### src/rtl/dlefp_pkg.sv
// ---------------------------------------------------------------------------
// DLE frame receive parser package
// Shared link byte codes, parser phases, state and result types.
// ---------------------------------------------------------------------------
package dlefp_pkg;

    // Link control bytes
    localparam logic [7:0] BYTE_ACK = 8'h06;
    localparam logic [7:0] BYTE_NAK = 8'h15;
    localparam logic [7:0] BYTE_DLE = 8'h10;
    localparam logic [7:0] BYTE_STX = 8'h02;
    localparam logic [7:0] BYTE_ETX = 8'h03;

    // Header byte counts included in the length field
    localparam logic [15:0] HDR_PLAIN = 16'd4;
    localparam logic [15:0] HDR_LOCK  = 16'd5;

    // Last link reply codes
    localparam logic [1:0] REPLY_ACK = 2'd0;
    localparam logic [1:0] REPLY_DLE = 2'd1;
    localparam logic [1:0] REPLY_NAK = 2'd2;

    // Parser phases, one-hot
    typedef enum logic [11:0] {
        PH_ACKNAK = 12'b0000_0000_0001,
        PH_DLE1   = 12'b0000_0000_0010,
        PH_STX    = 12'b0000_0000_0100,
        PH_LEN1   = 12'b0000_0000_1000,
        PH_LEN2   = 12'b0000_0001_0000,
        PH_CODE1  = 12'b0000_0010_0000,
        PH_CODE2  = 12'b0000_0100_0000,
        PH_LOCK   = 12'b0000_1000_0000,
        PH_DATA   = 12'b0001_0000_0000,
        PH_CRC    = 12'b0010_0000_0000,
        PH_DLE2   = 12'b0100_0000_0000,
        PH_ETX    = 12'b1000_0000_0000
    } t_phase;

    typedef struct packed {
        t_phase      phase;
        logic [15:0] frame_length;
        logic [15:0] frame_code;
        logic [7:0]  lock_byte;
        logic [15:0] byte_index;
        logic [7:0]  xor_sum;
        logic        ack_seen;
        logic        dle_seen;
    } t_state;

    typedef struct packed {
        logic        payload_valid;
        logic [7:0]  payload_byte;
        logic [15:0] payload_index;
        logic [15:0] payload_count;
        logic [15:0] command_code;
        logic [7:0]  display_lock;
        logic        frame_done;
        logic [7:0]  checksum_residue;
        logic [1:0]  link_reply;
    } t_result;

endpackage

### src/rtl/dlefp_if.sv
// ---------------------------------------------------------------------------
// DLE frame receive parser channels
// Valid/ready channels for received bytes and parser results.
// ---------------------------------------------------------------------------
interface dlefp_in_if;
    logic       valid;
    logic       ready;
    logic [7:0] rx_byte;

    modport source (output valid, output rx_byte, input ready);
    modport sink   (input valid, input rx_byte, output ready);
endinterface

interface dlefp_out_if;
    logic        valid;
    logic        ready;
    logic        payload_valid;
    logic [7:0]  payload_byte;
    logic [15:0] payload_index;
    logic [15:0] payload_count;
    logic [15:0] command_code;
    logic [7:0]  display_lock;
    logic        frame_done;
    logic [7:0]  checksum_residue;
    logic [1:0]  link_reply;

    modport source (
        output valid, output payload_valid, output payload_byte, output payload_index,
        output payload_count, output command_code, output display_lock,
        output frame_done, output checksum_residue, output link_reply,
        input ready
    );
    modport sink (
        input valid, input payload_valid, input payload_byte, input payload_index,
        input payload_count, input command_code, input display_lock,
        input frame_done, input checksum_residue, input link_reply,
        output ready
    );
endinterface

### src/rtl/dle_frame_receive_parser_unit.sv
// ---------------------------------------------------------------------------
// DLE frame receive parser
// Byte-wise DLE/STX/ETX frame parser with XOR checksum residue.
// ---------------------------------------------------------------------------
// Usage:
//   i_in carries one received link byte per beat; o_out carries one result
//   beat per input beat: payload byte with its index, payload count, command
//   code, display-lock byte, frame-done flag, checksum residue, last reply.
//   i_cfg_we/i_cfg_wdata write display_lock_mode; write only while idle.
// Output: a byte's result is registered in the cycle that accepts the byte.
// Throughput: one byte per cycle while o_out is not held; the parser state and
//   the result register both update in the accepting cycle, so beats may follow back to back.
// Stall: while o_out is held, the single result register stays full and
//   i_in.ready drops; a byte is taken again in the cycle the result leaves.
// Reset: synchronous, active low; the parser returns to waiting for a
//   reply, all counters and sums clear, display_lock_mode returns to 1,
//   and the result register empties.
// ---------------------------------------------------------------------------
module dle_frame_receive_parser_unit (
    input  logic              i_clk,
    input  logic              i_rst_n,
    input  logic              i_cfg_we,
    input  logic              i_cfg_wdata,
    dlefp_in_if.sink          i_in,
    dlefp_out_if.source       o_out
);
    import dlefp_pkg::*;

    t_state  r_state;
    t_state  n_state;
    t_result r_out;
    t_result n_out;
    logic    r_out_valid;
    logic    r_lock_mode;
    logic    w_in_accept;

    assign i_in.ready  = !r_out_valid || o_out.ready;
    assign w_in_accept = i_in.valid && i_in.ready;

    dlefp_step u_step (
        .i_state     (r_state),
        .i_rx_byte   (i_in.rx_byte),
        .i_lock_mode (r_lock_mode),
        .o_state     (n_state),
        .o_result    (n_out)
    );

    // Hold the mode register
    always_ff @(posedge i_clk) begin
        if (!i_rst_n) begin
            r_lock_mode <= 1'b1;
        end else if (i_cfg_we) begin
            r_lock_mode <= i_cfg_wdata;
        end
    end

    // Advance parser state on each accepted beat
    always_ff @(posedge i_clk) begin
        if (!i_rst_n) begin
            r_state <= '{phase: PH_ACKNAK, default: '0};
        end else if (w_in_accept) begin
            r_state <= n_state;
        end
    end

    // Result register valid flag
    always_ff @(posedge i_clk) begin
        if (!i_rst_n) begin
            r_out_valid <= 1'b0;
        end else if (w_in_accept) begin
            r_out_valid <= 1'b1;
        end else if (o_out.ready) begin
            r_out_valid <= 1'b0;
        end
    end

    // Result payload
    always_ff @(posedge i_clk) begin
        if (w_in_accept) begin
            r_out <= n_out;
        end
    end

    assign o_out.valid            = r_out_valid;
    assign o_out.payload_valid    = r_out.payload_valid;
    assign o_out.payload_byte     = r_out.payload_byte;
    assign o_out.payload_index    = r_out.payload_index;
    assign o_out.payload_count    = r_out.payload_count;
    assign o_out.command_code     = r_out.command_code;
    assign o_out.display_lock     = r_out.display_lock;
    assign o_out.frame_done       = r_out.frame_done;
    assign o_out.checksum_residue = r_out.checksum_residue;
    assign o_out.link_reply       = r_out.link_reply;

`ifndef NO_ASSERTIONS
    // A payload beat always falls inside the announced payload
    a_index_in_range: assert property (@(posedge i_clk) disable iff (!i_rst_n)
        (o_out.valid && o_out.payload_valid) |-> (o_out.payload_index < o_out.payload_count))
        else $error("payload index beyond payload count");

    // Frame completion never coincides with a payload byte
    a_done_not_payload: assert property (@(posedge i_clk) disable iff (!i_rst_n)
        (o_out.valid && o_out.frame_done) |-> !o_out.payload_valid)
        else $error("frame done on a payload beat");

    // Every accepted byte leaves a result behind
    a_accept_gives_result: assert property (@(posedge i_clk) disable iff (!i_rst_n)
        w_in_accept |=> r_out_valid)
        else $error("accepted byte produced no result");

    // Completion only follows the closing-ETX phase
    a_done_from_etx: assert property (@(posedge i_clk) disable iff (!i_rst_n)
        (w_in_accept && n_out.frame_done) |-> (r_state.phase == PH_ETX))
        else $error("frame done outside the ETX phase");
`endif

endmodule

### src/rtl/dlefp_step.sv
// ---------------------------------------------------------------------------
// DLE frame parser step
// Next parser state and result for one received byte.
// ---------------------------------------------------------------------------
module dlefp_step (
    input  dlefp_pkg::t_state  i_state,
    input  logic [7:0]         i_rx_byte,
    input  logic               i_lock_mode,
    output dlefp_pkg::t_state  o_state,
    output dlefp_pkg::t_result o_result
);
    import dlefp_pkg::*;

    logic [15:0] w_next_index;
    logic [15:0] w_count;
    logic        w_count_shown;

    // Payload count after removing the header bytes; short lengths give zero
    function automatic logic [15:0] f_payload(input logic [15:0] len, input logic [15:0] hdr);
        f_payload = (len >= hdr) ? (len - hdr) : 16'd0;
    endfunction

    assign w_next_index = i_state.byte_index + 16'd1;

    // Advance the parser by one byte
    always_comb begin
        o_state                 = i_state;
        o_result.payload_valid  = 1'b0;
        o_result.payload_byte   = 8'd0;
        o_result.payload_index  = 16'd0;
        o_result.frame_done     = 1'b0;
        w_count                 = 16'd0;
        unique case (i_state.phase)
            PH_ACKNAK: begin
                if (i_rx_byte == BYTE_ACK) begin
                    o_state.dle_seen = 1'b0;
                    o_state.ack_seen = 1'b1;
                    o_state.phase    = PH_DLE1;
                end else if (i_rx_byte == BYTE_NAK) begin
                    o_state.ack_seen = 1'b0;
                    o_state.phase    = PH_DLE1;
                end else if (i_rx_byte == BYTE_DLE) begin
                    o_state.ack_seen = 1'b0;
                    o_state.dle_seen = 1'b1;
                    o_state.phase    = PH_STX;
                end
            end
            PH_DLE1: begin
                o_state.phase = (i_rx_byte == BYTE_DLE) ? PH_STX : PH_ACKNAK;
            end
            PH_STX: begin
                o_state.phase   = (i_rx_byte == BYTE_STX) ? PH_LEN1 : PH_ACKNAK;
                o_state.xor_sum = 8'd0;
            end
            PH_LEN1: begin
                o_state.frame_length = {i_rx_byte, 8'd0};
                o_state.xor_sum      = i_state.xor_sum ^ i_rx_byte;
                o_state.phase        = PH_LEN2;
            end
            PH_LEN2: begin
                o_state.frame_length = {i_state.frame_length[15:8], i_rx_byte};
                o_state.xor_sum      = i_state.xor_sum ^ i_rx_byte;
                o_state.phase        = PH_CODE1;
            end
            PH_CODE1: begin
                o_state.frame_code = {i_rx_byte, 8'd0};
                o_state.xor_sum    = i_state.xor_sum ^ i_rx_byte;
                o_state.phase      = PH_CODE2;
            end
            PH_CODE2: begin
                o_state.frame_code = {i_state.frame_code[15:8], i_rx_byte};
                o_state.xor_sum    = i_state.xor_sum ^ i_rx_byte;
                if (i_lock_mode) begin
                    o_state.phase = PH_LOCK;
                end else begin
                    w_count              = f_payload(i_state.frame_length, HDR_PLAIN);
                    o_state.frame_length = w_count;
                    o_state.byte_index   = 16'd0;
                    o_state.phase        = (w_count == 16'd0) ? PH_CRC : PH_DATA;
                end
            end
            PH_LOCK: begin
                w_count              = f_payload(i_state.frame_length, HDR_LOCK);
                o_state.lock_byte    = i_rx_byte;
                o_state.frame_length = w_count;
                o_state.byte_index   = 16'd0;
                o_state.phase        = (w_count == 16'd0) ? PH_CRC : PH_DATA;
            end
            PH_DATA: begin
                o_result.payload_valid = 1'b1;
                o_result.payload_byte  = i_rx_byte;
                o_result.payload_index = i_state.byte_index;
                o_state.xor_sum        = i_state.xor_sum ^ i_rx_byte;
                o_state.byte_index     = w_next_index;
                if (w_next_index >= i_state.frame_length) begin
                    o_state.phase = PH_CRC;
                end
            end
            PH_CRC: begin
                o_state.xor_sum = i_state.xor_sum ^ i_rx_byte;
                o_state.phase   = PH_DLE2;
            end
            PH_DLE2: begin
                o_state.phase = (i_rx_byte == BYTE_DLE) ? PH_ETX : PH_ACKNAK;
            end
            PH_ETX: begin
                o_result.frame_done = (i_rx_byte == BYTE_ETX);
                o_state.phase       = PH_ACKNAK;
            end
            default: begin
                o_state.phase = PH_ACKNAK;
            end
        endcase

        // Show the payload count from the end of the header through frame end
        w_count_shown = (o_state.phase == PH_DATA) || (o_state.phase == PH_CRC) ||
                        (o_state.phase == PH_DLE2) || (o_state.phase == PH_ETX) ||
                        o_result.frame_done;

        o_result.payload_count    = w_count_shown ? o_state.frame_length : 16'd0;
        o_result.command_code     = o_state.frame_code;
        o_result.display_lock     = i_lock_mode ? o_state.lock_byte : 8'd0;
        o_result.checksum_residue = o_state.xor_sum;
        o_result.link_reply       = o_state.ack_seen ? REPLY_ACK :
                                    (o_state.dle_seen ? REPLY_DLE : REPLY_NAK);
    end

endmodule

### src/flat_wrapper.sv
// flat-port wrapper written by rule: the top's interface ports become plain ports
module dle_frame_receive_parser_unit_flat import dlefp_pkg::*;
  (i_clk, i_rst_n, i_cfg_we, i_cfg_wdata, i_in_valid, i_in_rx_byte, i_in_ready, o_out_valid, o_out_payload_valid, o_out_payload_byte, o_out_payload_index, o_out_payload_count, o_out_command_code, o_out_display_lock, o_out_frame_done, o_out_checksum_residue, o_out_link_reply, o_out_ready);
  dlefp_in_if i_in_i ();
  dlefp_out_if o_out_i ();
  input  logic i_clk;
  input  logic i_rst_n;
  input  logic i_cfg_we;
  input  logic i_cfg_wdata;
  input wire logic [$bits(i_in_i.valid)-1:0] i_in_valid;
  input wire logic [$bits(i_in_i.rx_byte)-1:0] i_in_rx_byte;
  output wire logic [$bits(i_in_i.ready)-1:0] i_in_ready;
  output wire logic [$bits(o_out_i.valid)-1:0] o_out_valid;
  output wire logic [$bits(o_out_i.payload_valid)-1:0] o_out_payload_valid;
  output wire logic [$bits(o_out_i.payload_byte)-1:0] o_out_payload_byte;
  output wire logic [$bits(o_out_i.payload_index)-1:0] o_out_payload_index;
  output wire logic [$bits(o_out_i.payload_count)-1:0] o_out_payload_count;
  output wire logic [$bits(o_out_i.command_code)-1:0] o_out_command_code;
  output wire logic [$bits(o_out_i.display_lock)-1:0] o_out_display_lock;
  output wire logic [$bits(o_out_i.frame_done)-1:0] o_out_frame_done;
  output wire logic [$bits(o_out_i.checksum_residue)-1:0] o_out_checksum_residue;
  output wire logic [$bits(o_out_i.link_reply)-1:0] o_out_link_reply;
  input wire logic [$bits(o_out_i.ready)-1:0] o_out_ready;
  assign i_in_i.valid = i_in_valid;
  assign i_in_i.rx_byte = i_in_rx_byte;
  assign i_in_ready = i_in_i.ready;
  assign o_out_valid = o_out_i.valid;
  assign o_out_payload_valid = o_out_i.payload_valid;
  assign o_out_payload_byte = o_out_i.payload_byte;
  assign o_out_payload_index = o_out_i.payload_index;
  assign o_out_payload_count = o_out_i.payload_count;
  assign o_out_command_code = o_out_i.command_code;
  assign o_out_display_lock = o_out_i.display_lock;
  assign o_out_frame_done = o_out_i.frame_done;
  assign o_out_checksum_residue = o_out_i.checksum_residue;
  assign o_out_link_reply = o_out_i.link_reply;
  assign o_out_i.ready = o_out_ready;
  dle_frame_receive_parser_unit u_core (.i_clk(i_clk), .i_rst_n(i_rst_n), .i_cfg_we(i_cfg_we), .i_cfg_wdata(i_cfg_wdata), .i_in(i_in_i), .o_out(o_out_i));
endmodule
### config.mk
export PLATFORM = sky130hd
export DESIGN_NAME = dle_frame_receive_parser_unit_flat
export DESIGN_NICKNAME = d
export VERILOG_FILES = /design/src/rtl/dlefp_pkg.sv /design/src/rtl/dlefp_if.sv /design/src/rtl/dle_frame_receive_parser_unit.sv /design/src/rtl/dlefp_step.sv /design/src/flat_wrapper.sv
export SDC_FILE = /design/constraint.sdc
export NUM_CORES = 1
export LEC_CHECK = 0
export BUFFER_PORTS_ARGS = -buffer_cell sky130_fd_sc_hd__buf_2
export CAP_MARGIN = 25
export CORE_ASPECT_RATIO = 2
export CORE_MARGIN = 8
export CORE_UTILIZATION = 30
export DETAILED_ROUTE_END_ITERATION = 12
export PLACE_DENSITY = 0.58
export SLEW_MARGIN = 0
export SYNTH_ARGS = -nofsm -noshare
export SYNTH_HDL_FRONTEND = slang
export SYNTH_SLANG_ARGS = --single-unit
### constraint.sdc
create_clock -name i_clk -period 3.9 [get_ports i_clk]
set_input_delay 0.78 -clock i_clk [delete_from_list [all_inputs] [get_ports i_clk]]
set_output_delay 0.78 -clock i_clk [all_outputs]
set_load 0.1 [all_outputs]
==> metrics <==
vias per cell 5.52; # setup viols final 0; number of global-route vias before repair 7540; Post-Syn Area 8870 sq um; Sw Share 0.317; Area Overhead vs Synth 15.3%; final instance area 10200 sq um; antenna cells 0; initial antenna violation count 0; Chip Height 259 um; largest net degree at the start of global routing 50; Final Cycle Share 0.798; Detail Route Antenna Nets 0; Seq/Total Area, Yosys 0.438; hold buffers post-CTS 0; critical path class reg -> reg; status completed; PortBufs 91; syn_nets 1020; clk_skew 0.0103 ns; first-pass GRT wire length 44.3 mm; H-tree lvl count 4; DRT Pass-1 Iters 7; Final Max Tran Viols 0; cell taking the most area after synthesis edfxtp_1; end of the worst hold path u_core.r_state[35]$_SDFFE_PN0P_; post-CTS resize count 0; synth cell count leaders nand2_1, dfxtp_1, edfxtp_1; die area 35600 sq um; GR Overflow Total 0; CTS Root Cell clkbuf_16; Netlist cell types 81; Setup crit end kind flip-flop; max-cap violation count 0; minimum clock period 3.11 ns; Max Root-Sink Buffers 2; Pint 0.00280 W; total CTS buffers 17; number of flops mapped to enable cells by yosys 76; gp weighted congestion 0.944; Flop pwr share 0.441; Power, Total 0.00410 W; dpl hpwl 20.7 mm; critical path required time 4.23 ns; post-synthesis instance total 984; CTS sink cnt 156; Area after DPL 9690 sq um; CTS tree built; crit path launch type flip-flop; WL/cell 20.3 um; Worst VDD drop 0.282 mV; count leader, synth nand2_1; Post-synth ARST share 0; Die Width 138 um; setup tns final 0 ns; RR Startpoint u_core.r_state[10]$_SDFFE_PN0P_; ys flop type dfxtp_1; Worst R2R Path Depth 12; synth warn 0; vias 7894; DRC errors left 0; hold depth 2; CP Max Fanout 7; arrival time worst endpoint 3.44 ns; worst-skew pair later-pin latency 0.44 ns; share of layout cells above drive strength 1 0.172; Lkg Pwr 3.81 nW; overall routing resource usage 0.163; combinational share of power 0.176; IO Count 92; initial cell density of the core 0.303; synth top area cells edfxtp_1, dfxtp_1, nand2_1; clk slew on worst S/H paths 0.07 ns; unrepaired setup endpoints after global routing false; syn_area_per_cell 9.01 sq um; Critical R2R Capture u_core.r_state[75]$_SDFFE_PN0P_; Clk pwr share 0.383; Core Footprint 29300 sq um; relative slew slack 0.348; post-CTS setup buffer count 0; Total Routed Length 29.0 mm; Worst-Margin Slew 0.972 ns; PD cells 401 nW/um^2; P_sw 0.00130 W; Seq cells post-synth 156; hold crit path type reg -> reg; final hold violations 0; top-area cell type share of the netlist area 0.257; Final nets 1088; fmax 321 MHz; Iter 0 DRT Violations 638; # rows 89; final core utilization 0.349; min-delay src u_core.r_state[35]$_SDFFE_PN0P_; reg2reg setup slack 0.79 ns
-- per-stage QoR --
step / std cells / hold slack, ns / worst slack, ns
after floorplan: 984 / 0.443 / 0.140
after global placement: 1397 / 0.452 / 0.901
after detailed placement: 1397 / 0.459 / 0.819
after CTS: 1429 / 0.469 / 0.785
after global routing: 1429 / 0.485 / 0.375
final: 1429 / 0.466 / 0.789
-- state kept, by name, indices dropped and copies added (netlist names), 2 cells and up --
register and count:
u_core.o_out.checksum_residue 8, u_core.o_out.command_code 16, u_core.o_out.display_lock 8, u_core.o_out.link_reply 2, u_core.o_out.payload_byte 8, u_core.o_out.payload_count 16, u_core.o_out.payload_index 16, u_core.r_state 78
-- layout by cell type (no fill, tap or decap), types with 25 or more instances in the layout --
cell        n
buf_2      91
nor2_1     70
and2_1     33
dfxtp_1    80
nand4_1    25
o21ai_0    65
buf_4      29
nand3_1    26
nand2_1   136
edfxtp_1   76
a21oi_1    47
-- cell families after synthesis --
kind of cell               synth area share
and+or+nand+nor                       0.252
AOI/OAI and AO/OA                     0.195
DFF                                   0.438
buffers and inverters                0.0449
xor gates and xnor gates             0.0277
adders and majority gates            0.0310
muxes                                0.0111
-- power groups by stage --
| stage | clock network, W | registers (W) | logic (W) |
|---|---|---|---|
| finish | 0.00157 | 0.00181 | 0.000722 |
| global route | 0.00167 | 0.00181 | 0.000763 |
| global placement | 0 | 0.00184 | 0.000720 |
| floorplan | 0 | 0.00212 | 0.000269 |
| CTS | 0.00161 | 0.00181 | 0.000723 |
| detailed placement | 0 | 0.00185 | 0.000720 |
-- worst max path at each step --
| stage | start | endpoint | slack, ns | cells past startpoint |
|---|---|---|---|---|
| floorplan | u_core.o_out.valid$_SDFFE_PN0P_ | u_core.o_out.checksum_residue[0]$_DFFE_PP_ | 0.14 | 4 |
| global placement | u_core.r_state[10]$_SDFFE_PN0P_ | u_core.r_state[75]$_SDFFE_PN0P_ | 0.90 | 12 |
| detailed placement | u_core.r_state[10]$_SDFFE_PN0P_ | u_core.r_state[75]$_SDFFE_PN0P_ | 0.82 | 12 |
| CTS | u_core.r_state[10]$_SDFFE_PN0P_ | u_core.r_state[75]$_SDFFE_PN0P_ | 0.78 | 12 |
| global route | u_core.r_state[10]$_SDFFE_PN0P_ | u_core.r_state[75]$_SDFFE_PN0P_ | 0.37 | 12 |
| finish | u_core.r_state[10]$_SDFFE_PN0P_ | u_core.r_state[75]$_SDFFE_PN0P_ | 0.79 | 12 |
-- per-layer routing --
metal	GRT usage	vias to the layer above	share of wire
met2	0.265	269	0.48
li1	-	3744	-
met3	0.0314	34	0.064
met1	0.210	3847	0.43
met5	0	-	0
met4	0.0552	0	0.022
-- layout make-up --
type / instances / area [sq um]
Fill cell: 3035 / 19100
Multi-Input combinational cell: 735 / 4590
Sequential cell: 156 / 3880
Timing Repair Buffer: 120 / 673
Tap cell: 364 / 455
Clock buffer: 23 / 448
Clock inverter: 9 / 90.1
Inverter: 22 / 85.1
-- critical path, cell delays in order, from the launching register on --
cell,delay (ns)
dfxtp_1,0.44
ha_1,0.26
nand3_1,0.18
nor3_1,0.45
and3_1,0.33
nand3_1,0.12
xnor2_1,0.22
ha_1,0.28
nand4_1,0.10
a21oi_1,0.05
a211oi_1,0.28
o221a_2,0.23
o2bb2ai_1,0.05
Power figures use the tool's default switching activity.
